$ cat config.mk
export PLATFORM = sky130hd
export DESIGN_NAME = throughput_throttle_regulator
export DESIGN_NICKNAME = d
export VERILOG_FILES = /design/src/rtl/core/ttr_pkg.sv /design/src/rtl/core/throughput_throttle_regulator.sv /design/src/rtl/core/ttr_ctrl.sv /design/src/rtl/core/ttr_accum.sv
export VERILOG_INCLUDE_DIRS = /design/src /design/src/rtl/core
export SDC_FILE = /design/constraint.sdc
export NUM_CORES = 2
export LEC_CHECK = 0
export BUFFER_PORTS_ARGS = -buffer_cell sky130_fd_sc_hd__buf_2
export CORE_AREA = 4 4 277 279
export CTS_CLUSTER_DIAMETER = 150
export DETAILED_ROUTE_END_ITERATION = 6
export DIE_AREA = 0 0 281 283
export MAX_ROUTING_LAYER = met4
export PLACE_DENSITY_LB_ADDON = 0.15
export SYNTH_ARGS = -nofsm -noshare
export SYNTH_HDL_FRONTEND = slang
export SYNTH_SLANG_ARGS = --single-unit
$ cat constraint.sdc
create_clock -name i_clk -period 10.4 [get_ports i_clk]
set_clock_uncertainty 0.1 [all_clocks]
set_input_delay 2.08 -clock i_clk [delete_from_list [all_inputs] [get_ports i_clk]]
set_output_delay 2.08 -clock i_clk [all_outputs]
set_load 0.01 [all_outputs]
$ cat src/rtl/core/throughput_throttle_regulator_defines.svh
`ifndef THROUGHPUT_THROTTLE_REGULATOR_DEFINES_SVH
`define THROUGHPUT_THROTTLE_REGULATOR_DEFINES_SVH

// same-cycle implication, checked while out of reset
`define TTR_ASSERT_IMP(lbl, ante, cons) \
    lbl: assert property (@(posedge i_clk) disable iff (!i_rst_n) (ante) |-> (cons)) \
        else $error("ttr: same-cycle check failed");

// next-cycle implication, checked while out of reset
`define TTR_ASSERT_NEXT(lbl, ante, cons) \
    lbl: assert property (@(posedge i_clk) disable iff (!i_rst_n) (ante) |=> (cons)) \
        else $error("ttr: next-cycle check failed");

`endif

$ cat src/rtl/core/ttr_pkg.sv
`timescale 1ns / 1ps

package ttr_pkg;

    localparam int TTR_LANES     = 4;
    localparam int TTR_IDX_W     = (TTR_LANES > 1) ? $clog2(TTR_LANES) : 1;
    localparam int TTR_SAMPLE_W  = 32;
    localparam int TTR_SUM_W     = 48;
    localparam int TTR_TICK_W    = 12;
    localparam int TTR_RATE_W    = 40;
    localparam int TTR_CFG_IDX_W = 2;
    localparam int TTR_LHS_W     = TTR_SUM_W + 10;          // sum * 1000
    localparam int TTR_RHS_W     = TTR_RATE_W + TTR_TICK_W; // max_rate * ticks

    localparam logic [TTR_SUM_W-1:0]  TTR_SUM_MAX  = '1;
    localparam logic [TTR_TICK_W-1:0] TTR_TICK_MAX = '1;
    localparam logic [TTR_TICK_W-1:0] TTR_WIN_RST  = TTR_TICK_W'(1000);

    localparam logic [TTR_CFG_IDX_W-1:0] TTR_REG_MAX_RATE = 2'd0;
    localparam logic [TTR_CFG_IDX_W-1:0] TTR_REG_WIN_LEN  = 2'd1;

    typedef logic [TTR_SAMPLE_W-1:0] t_sample;

    typedef enum logic [2:0] {
        S_IDLE,
        S_LANE,
        S_MUL,
        S_UPD,
        S_DONE
    } t_state;

    typedef struct packed {
        logic                 load;
        logic                 lane_en;
        logic [TTR_IDX_W-1:0] lane_idx;
        logic                 mul_en;
        logic                 upd_en;
        logic                 out_load;
    } t_ctrl;

endpackage

$ cat src/rtl/core/throughput_throttle_regulator.sv
// An accepted transaction runs its lanes one per cycle through a shared add/saturate
// unit, then a multiply step, a compare/update step and an output load step; when
// max_rate is 0 the lanes and the multiply step are skipped. A new transaction is
// accepted only in the idle state, after the output load of the last one.
// A stalled output holds the next transaction back.
// Reset (synchronous, active low): last lane samples, window sum, tick count and throttle
// clear; max_rate resets to 0, window_length to 1000.
`timescale 1ns / 1ps

`include "throughput_throttle_regulator_defines.svh"

module throughput_throttle_regulator (
    input  logic                                 i_clk,
    input  logic                                 i_rst_n,
    input  logic                                 i_in_valid,
    output logic                                 o_in_ready,
    input  logic [ttr_pkg::TTR_SAMPLE_W-1:0]     i_sample_0,
    input  logic [ttr_pkg::TTR_SAMPLE_W-1:0]     i_sample_1,
    input  logic [ttr_pkg::TTR_SAMPLE_W-1:0]     i_sample_2,
    input  logic [ttr_pkg::TTR_SAMPLE_W-1:0]     i_sample_3,
    input  logic                                 i_busy_0,
    input  logic                                 i_busy_1,
    input  logic                                 i_busy_2,
    input  logic                                 i_busy_3,
    input  logic                                 i_external_hold,
    output logic                                 o_out_valid,
    input  logic                                 i_out_ready,
    output logic                                 o_throttle,
    output logic [ttr_pkg::TTR_SUM_W-1:0]        o_window_total,
    output logic [ttr_pkg::TTR_TICK_W-1:0]       o_ticks_in_window,
    input  logic                                 i_cfg_valid,
    output logic                                 o_cfg_ready,
    input  logic [ttr_pkg::TTR_CFG_IDX_W-1:0]    i_cfg_index,
    input  logic [ttr_pkg::TTR_RATE_W-1:0]       i_cfg_data
);
    import ttr_pkg::*;

    logic [TTR_RATE_W-1:0]   r_max_rate;
    logic [TTR_TICK_W-1:0]   r_window_length;

    logic                    r_out_valid;
    logic                    r_out_thr;
    logic [TTR_SUM_W-1:0]    r_out_sum;
    logic [TTR_TICK_W-1:0]   r_out_tick;

    t_ctrl                   w_ctrl;
    t_sample [TTR_LANES-1:0] w_sample;
    logic [TTR_LANES-1:0]    w_busy;
    logic                    w_out_free;
    logic                    w_thr;
    logic [TTR_SUM_W-1:0]    w_sum;
    logic [TTR_TICK_W-1:0]   w_tick;

    assign w_sample   = {i_sample_3, i_sample_2, i_sample_1, i_sample_0};
    assign w_busy     = {i_busy_3, i_busy_2, i_busy_1, i_busy_0};
    assign w_out_free = !r_out_valid || i_out_ready;
    assign o_cfg_ready = 1'b1;

    always_ff @(posedge i_clk) begin
        if (!i_rst_n) begin
            r_max_rate      <= '0;
            r_window_length <= TTR_WIN_RST;
        end else if (i_cfg_valid) begin
            case (i_cfg_index)
                TTR_REG_MAX_RATE: r_max_rate      <= i_cfg_data;
                TTR_REG_WIN_LEN:  r_window_length <= i_cfg_data[TTR_TICK_W-1:0];
                default: ;
            endcase
        end
    end

    ttr_ctrl u_ctrl (
        .i_clk      (i_clk),
        .i_rst_n    (i_rst_n),
        .i_in_valid (i_in_valid),
        .i_enable   (r_max_rate != '0),
        .i_out_free (w_out_free),
        .o_in_ready (o_in_ready),
        .o_ctrl     (w_ctrl)
    );

    ttr_accum u_accum (
        .i_clk           (i_clk),
        .i_rst_n         (i_rst_n),
        .i_ctrl          (w_ctrl),
        .i_sample        (w_sample),
        .i_busy          (w_busy),
        .i_hold          (i_external_hold),
        .i_max_rate      (r_max_rate),
        .i_window_length (r_window_length),
        .o_throttle      (w_thr),
        .o_sum           (w_sum),
        .o_tick          (w_tick)
    );

    always_ff @(posedge i_clk) begin
        if (!i_rst_n) begin
            r_out_valid <= 1'b0;
        end else if (w_ctrl.out_load) begin
            r_out_valid <= 1'b1;
        end else if (i_out_ready) begin
            r_out_valid <= 1'b0;
        end
    end

    always_ff @(posedge i_clk) begin
        if (w_ctrl.out_load) begin
            r_out_thr  <= w_thr;
            r_out_sum  <= w_sum;
            r_out_tick <= w_tick;
        end
    end

    assign o_out_valid       = r_out_valid;
    assign o_throttle        = r_out_thr;
    assign o_window_total    = r_out_sum;
    assign o_ticks_in_window = r_out_tick;

    `TTR_ASSERT_NEXT(a_busy_after_accept, i_in_valid && o_in_ready, !o_in_ready)
    `TTR_ASSERT_IMP(a_no_overwrite, w_ctrl.out_load, !r_out_valid || i_out_ready)
    `TTR_ASSERT_IMP(a_thr_not_at_window_start, o_out_valid && o_throttle, o_ticks_in_window != '0)

endmodule

$ cat src/rtl/core/ttr_ctrl.sv
`timescale 1ns / 1ps

module ttr_ctrl (
    input  logic           i_clk,
    input  logic           i_rst_n,
    input  logic           i_in_valid,
    input  logic           i_enable,
    input  logic           i_out_free,
    output logic           o_in_ready,
    output ttr_pkg::t_ctrl o_ctrl
);
    import ttr_pkg::*;

    t_state               r_state, n_state;
    logic [TTR_IDX_W-1:0] r_idx, n_idx;
    logic                 w_last_lane;

    assign w_last_lane = (r_idx == TTR_IDX_W'(TTR_LANES - 1));

    always_ff @(posedge i_clk) begin
        if (!i_rst_n) begin
            r_state <= S_IDLE;
            r_idx   <= '0;
        end else begin
            r_state <= n_state;
            r_idx   <= n_idx;
        end
    end

    always_comb begin
        n_state = r_state;
        n_idx   = r_idx;
        case (r_state)
            S_IDLE: begin
                n_idx = '0;
                if (i_in_valid) begin
                    n_state = i_enable ? S_LANE : S_UPD;
                end
            end
            S_LANE: begin
                n_idx = r_idx + 1'b1;
                if (w_last_lane) begin
                    n_state = S_MUL;
                    n_idx   = '0;
                end
            end
            S_MUL:  n_state = S_UPD;
            S_UPD:  n_state = S_DONE;
            S_DONE: begin
                if (i_out_free) begin
                    n_state = S_IDLE;
                end
            end
            default: n_state = S_IDLE;
        endcase
    end

    always_comb begin
        o_in_ready      = 1'b0;
        o_ctrl          = '0;
        o_ctrl.lane_idx = r_idx;
        case (r_state)
            S_IDLE: begin
                o_in_ready  = 1'b1;
                o_ctrl.load = i_in_valid;
            end
            S_LANE: o_ctrl.lane_en  = 1'b1;
            S_MUL:  o_ctrl.mul_en   = 1'b1;
            S_UPD:  o_ctrl.upd_en   = 1'b1;
            S_DONE: o_ctrl.out_load = i_out_free;
            default: o_in_ready     = 1'b0;
        endcase
    end

endmodule

$ cat src/rtl/core/ttr_accum.sv
`timescale 1ns / 1ps

module ttr_accum (
    input  logic                                          i_clk,
    input  logic                                          i_rst_n,
    input  ttr_pkg::t_ctrl                                i_ctrl,
    input  ttr_pkg::t_sample [ttr_pkg::TTR_LANES-1:0]     i_sample,
    input  logic [ttr_pkg::TTR_LANES-1:0]                 i_busy,
    input  logic                                          i_hold,
    input  logic [ttr_pkg::TTR_RATE_W-1:0]                i_max_rate,
    input  logic [ttr_pkg::TTR_TICK_W-1:0]                i_window_length,
    output logic                                          o_throttle,
    output logic [ttr_pkg::TTR_SUM_W-1:0]                 o_sum,
    output logic [ttr_pkg::TTR_TICK_W-1:0]                o_tick
);
    import ttr_pkg::*;

    // captured transaction
    t_sample [TTR_LANES-1:0] r_smp;
    logic [TTR_LANES-1:0]    r_busy;
    logic                    r_hold;

    // regulator state
    t_sample [TTR_LANES-1:0] r_last;
    logic [TTR_SUM_W-1:0]    r_sum, n_sum;
    logic [TTR_TICK_W-1:0]   r_tick, n_tick;
    logic                    r_thr, n_thr;

    logic [TTR_LHS_W-1:0]    r_lhs;
    logic [TTR_RHS_W-1:0]    r_rhs;

    t_sample                 w_smp;
    t_sample                 w_delta;
    logic [TTR_SUM_W:0]      w_add;
    logic [TTR_SUM_W-1:0]    w_sat;
    logic [TTR_LHS_W-1:0]    w_sum_ext;
    logic                    w_enable;
    logic                    w_reached;
    logic                    w_win_end;

    assign w_enable  = (i_max_rate != '0);
    assign w_smp     = r_smp[i_ctrl.lane_idx];
    assign w_delta   = w_smp - r_last[i_ctrl.lane_idx];
    assign w_add     = {1'b0, r_sum} + (TTR_SUM_W + 1)'(w_delta);
    assign w_sat     = w_add[TTR_SUM_W] ? TTR_SUM_MAX : w_add[TTR_SUM_W-1:0];
    assign w_sum_ext = TTR_LHS_W'(r_sum);
    assign w_reached = (r_lhs >= TTR_LHS_W'(r_rhs));
    assign w_win_end = (r_tick > i_window_length) || (r_tick == TTR_TICK_MAX);

    always_ff @(posedge i_clk) begin
        if (i_ctrl.load) begin
            r_smp  <= i_sample;
            r_busy <= i_busy;
            r_hold <= i_hold;
        end
        if (i_ctrl.mul_en) begin
            // x1000 = x1024 - x16 - x8
            r_lhs <= (w_sum_ext << 10) - (w_sum_ext << 4) - (w_sum_ext << 3);
            r_rhs <= TTR_RHS_W'(i_max_rate) * TTR_RHS_W'(r_tick);
        end
    end

    always_ff @(posedge i_clk) begin
        if (!i_rst_n) begin
            r_last <= '0;
        end else if (i_ctrl.lane_en && r_busy[i_ctrl.lane_idx]) begin
            r_last[i_ctrl.lane_idx] <= w_smp;
        end
    end

    always_comb begin
        n_sum  = r_sum;
        n_tick = r_tick;
        n_thr  = r_thr;
        if (i_ctrl.lane_en) begin
            if (r_busy[i_ctrl.lane_idx]) begin
                n_sum = w_sat;
            end else begin
                n_thr = 1'b0;
            end
        end
        if (i_ctrl.upd_en) begin
            if (w_enable && (r_tick != '0) && !r_hold) begin
                n_thr = w_reached;
            end
            if (r_hold) begin
                n_thr = 1'b0;
            end
            if (w_win_end) begin
                n_tick = '0;
                n_sum  = '0;
                n_thr  = 1'b0;
            end else begin
                n_tick = r_tick + 1'b1;
            end
        end
    end

    always_ff @(posedge i_clk) begin
        if (!i_rst_n) begin
            r_sum  <= '0;
            r_tick <= '0;
            r_thr  <= 1'b0;
        end else begin
            r_sum  <= n_sum;
            r_tick <= n_tick;
            r_thr  <= n_thr;
        end
    end

    assign o_throttle = r_thr;
    assign o_sum      = r_sum;
    assign o_tick     = r_tick;

endmodule
==> impl_metrics.ini <==
[outcome]
status = complete, no violations

[sta]
slew_headroom_pct = 18.39
max_clock_freq_ghz = 0.1348
worst_hold_slack_ns = 0.3659
worst_slew_pin_slew_ns = 1.224
hold_viol = 0
setup_slack_ns = 2.979
layout_min_cycle_time_ns = 7.421
fin_crit_sh_pct = 71.35
tns_ns = 0
slew_viol_final = 0
setup_viol_count_final = 0
rsz0062_at_grt = false

[routing]
ant_nets = 0
routed_wl_mm = 112.1
vias = 32520
drt_iter0_markers = 2542
first_pass_iters = 5
drc = 0
viasPerCell = 5.792
wire_per_inst_um = 19.97

[yosys]
synthesis.nets = 5411
synth_warnings = 0
synthMuxAreaShare_pct = 3.476
synth-seq-cells = 548
synthAdderAreaFrac_pct = 27.64
syn_area_um2 = 44130
ys_types = 90
synth_compound_area_share_pct = 12.70
ys_async_sr_fraction_pct = 0
ys_seq_area_share_pct = 31.69
synthCells = 4510
synth-xor-area-share_pct = 3.334
synth-main-ff-cell = edfxtp_1
synth_top_family_by_area = adder cells
syn_area_per_cell_um2 = 9.785
synth_edf_count = 301
yosys.area_share.simple_pct = 14.14

[power_and_ir_drop]
leakagePower_nw = 20.53
peakVddDrop_v = 0.0001723
powerDensity_nw_per_um2 = 141.4

[layout]
post-route-util_pct = 64.39
nNetsFinal = 5493
register_area_um2 = 14000
nFillCells = 6089
drive_gt1_share_pct = 10.51
fin_cells = 5615
synthToLayoutAreaGrowth_pct = 8.262
multiInputGateArea_um2 = 27090

[die]
num_io_pins = 244
core_um2 = 74200
die_x_um = 281
rows = 100
start_util_pct = 59.48
dieArea_um2 = 79520
dieHeight_um = 283

[worst_setup_path]
r2r_cells = 23
start_kind = register
r2r_start = u_ctrl.r_idx[0]$_SDFFE_PN0P_
startpoint = u_ctrl.r_idx[0]$_SDFFE_PN0P_
worstPathRequired_ns = 10.76
cp_max_fo = 27
worstSetupPathType = register to register
arrival_ns = 7.78
end_kind = register

[global_route]
grt_pass1_wl_mm = 182.6
antenna_found_initial = 5
grt_max_degree = 120
grt_overflow = 0
grtUsageTotal_pct = 29.64
grt_pass1_vias = 33550

[worst_hold_path]
hold_start = u_accum.r_last[116]$_SDFFE_PN0P_
hp-class = register to register
min_delay_path_depth = 2

[clock_tree]
cts_setup_buffers = 0
clkLatencyLatePin_ns = 0.66
cts_max_level = 2
cts_tree = done
cts_buffer_depth = 3
post_cts_resized = 0
clkTransAtPathRegs_ns = 0.06
clock_sinks = 548
root_buffer = clkbuf_16
cts-buffers-inserted = 59
ctsHoldBuffers = 0

[placement]
gp_congestion = 0.9661
dp_hpwl_mm = 83.55
placed_cells = 5500
post-place-ws_ns = 2.949
io_buffers = 242

[job]
maxCapViolCount = 0
## power breakdown
part | internal, mW | total (mW) | switching [mW]
registers | 2.45 | 2.55 | 0.0968
clock network | 1.14 | 2.07 | 0.929
logic | 0.836 | 2.13 | 1.30
total | 4.44 | 6.76 | 2.32
## through the flow
stage / power (mW) / cell area, um2
after floorplan: 4.122 / 44130
after global placement: 4.693 / 45850
after detailed placement: 4.691 / 45850
after CTS: 6.780 / 47770
after global routing: 7.118 / 47780
final: 6.757 / 47780
## state kept, by name (all words and copies together), names as in the netlist, 2 cells and up
| register | flops |
|---|---|
| o_ticks_in_window | 12 |
| o_window_total | 48 |
| r_max_rate | 40 |
| r_window_length | 12 |
| u_accum.o_sum | 48 |
| u_accum.o_tick | 12 |
| u_accum.r_busy | 4 |
| u_accum.r_last | 128 |
| u_accum.r_lhs | 55 |
| u_accum.r_rhs | 52 |
| u_accum.r_smp | 128 |
| u_ctrl.r_idx | 2 |
| u_ctrl.r_state | 3 |
## critical path: stages (launching register included)
cell       delay (ns)
dfxtp_4          0.58
buf_4            0.51
mux4_2           0.56
inv_1            0.07
ha_1             0.25
nor2b_1          0.15
o31a_1           0.29
o221a_2          0.33
a31oi_1          0.34
a31oi_1          0.18
o21ai_1          0.30
o21bai_1         0.10
a21oi_1          0.18
xnor2_1          0.14
ha_1             0.31
a21o_1           0.19
a21o_1           0.19
a21o_1           0.18
a21oi_1          0.30
o31ai_4          0.17
a2111oi_4        0.37
buf_4            0.28
o21a_1           0.98
a221oi_1         0.21
## routing by layer
| layer | global-route usage (%) | share of wire (%) | up-vias |
|---|---|---|---|
| met5 | - | 0 | - |
| met4 | 7.475 | 2.5 | 0 |
| met3 | 5.451 | 7.5 | 193 |
| met2 | 45.31 | 46 | 1052 |
| met1 | 41.40 | 44 | 16100 |
| li1 | - | - | 15180 |
## cells in the final DEF (no fill, tap or decap), types with 18 or more instances in the layout
cell / count
inv_1: 566
nand4_1: 54
xor2_1: 64
buf_2: 241
a31oi_1: 28
fa_1: 423
o31ai_1: 18
dfxtp_1: 238
o21ai_0: 111
a21boi_0: 181
and2_1: 171
a21o_1: 94
nand2b_1: 26
o21a_1: 34
nand3_1: 42
nor2b_1: 33
nor4_1: 18
clkbuf_16: 61
nor2_1: 123
o21bai_1: 19
buf_4: 29
ha_1: 298
mux4_2: 65
xnor2_1: 104
nor3_1: 41
nand2_1: 799
a21oi_1: 180
o211ai_1: 18
edfxtp_1: 301
## final timing paths
kind                            slack, ns                                to
worst max-delay path                 2.98       u_accum.o_sum[2]$_SDFF_PN0_
worst min-delay path                 0.37  u_accum.r_last[116]$_SDFFE_PN0P_
worst max register to register       2.98       u_accum.o_sum[2]$_SDFF_PN0_
worst min register to register       0.37  u_accum.r_last[116]$_SDFFE_PN0P_
## cells in the mapped netlist, types with 54 or more instances
cell / count / area share [%]
o21ai_0: 111 / 1.3
mux4_2: 65 / 3.3
a21boi_0: 181 / 3.1
xor2_1: 64 / 1.3
dfxtp_1: 247 / 11
a21oi_1: 180 / 2.0
nor2_1: 124 / 1.1
ha_1: 298 / 8.4
edfxtp_1: 301 / 20
clkbuf_1: 217 / 1.8
inv_1: 566 / 4.8
xnor2_1: 104 / 2.1
nand4_1: 54 / 0.77
a21o_1: 94 / 1.6
nand2_1: 802 / 6.8
and2_1: 176 / 2.5
fa_1: 423 / 19
## cells by family (layout without fill, tap and decap cells)
kind of cell | after synthesis | after routing
adder cells (fa/ha/maj) | 721 | 721
XOR/XNOR | 168 | 168
multiplexers | 72 | 72
flip-flops | 548 | 548
AND/OR/NAND/NOR | 1376 | 1376
AO/OA/AOI/OAI | 809 | 809
buffers and inverters | 815 | 947
other | 1 | 5
## cell type report
cell class | instances | share of cell area (%)
clock inverter | 35 | 0.6861
timing repair buffer | 270 | 2.980
tap | 969 | 2.538
antenna | 4 | 0.02095
clock buffer | 76 | 3.334
multi-input combinational | 3147 | 56.69
inverter | 566 | 4.447
sequential | 548 | 29.30
Power figures use the tool's default switching activity.
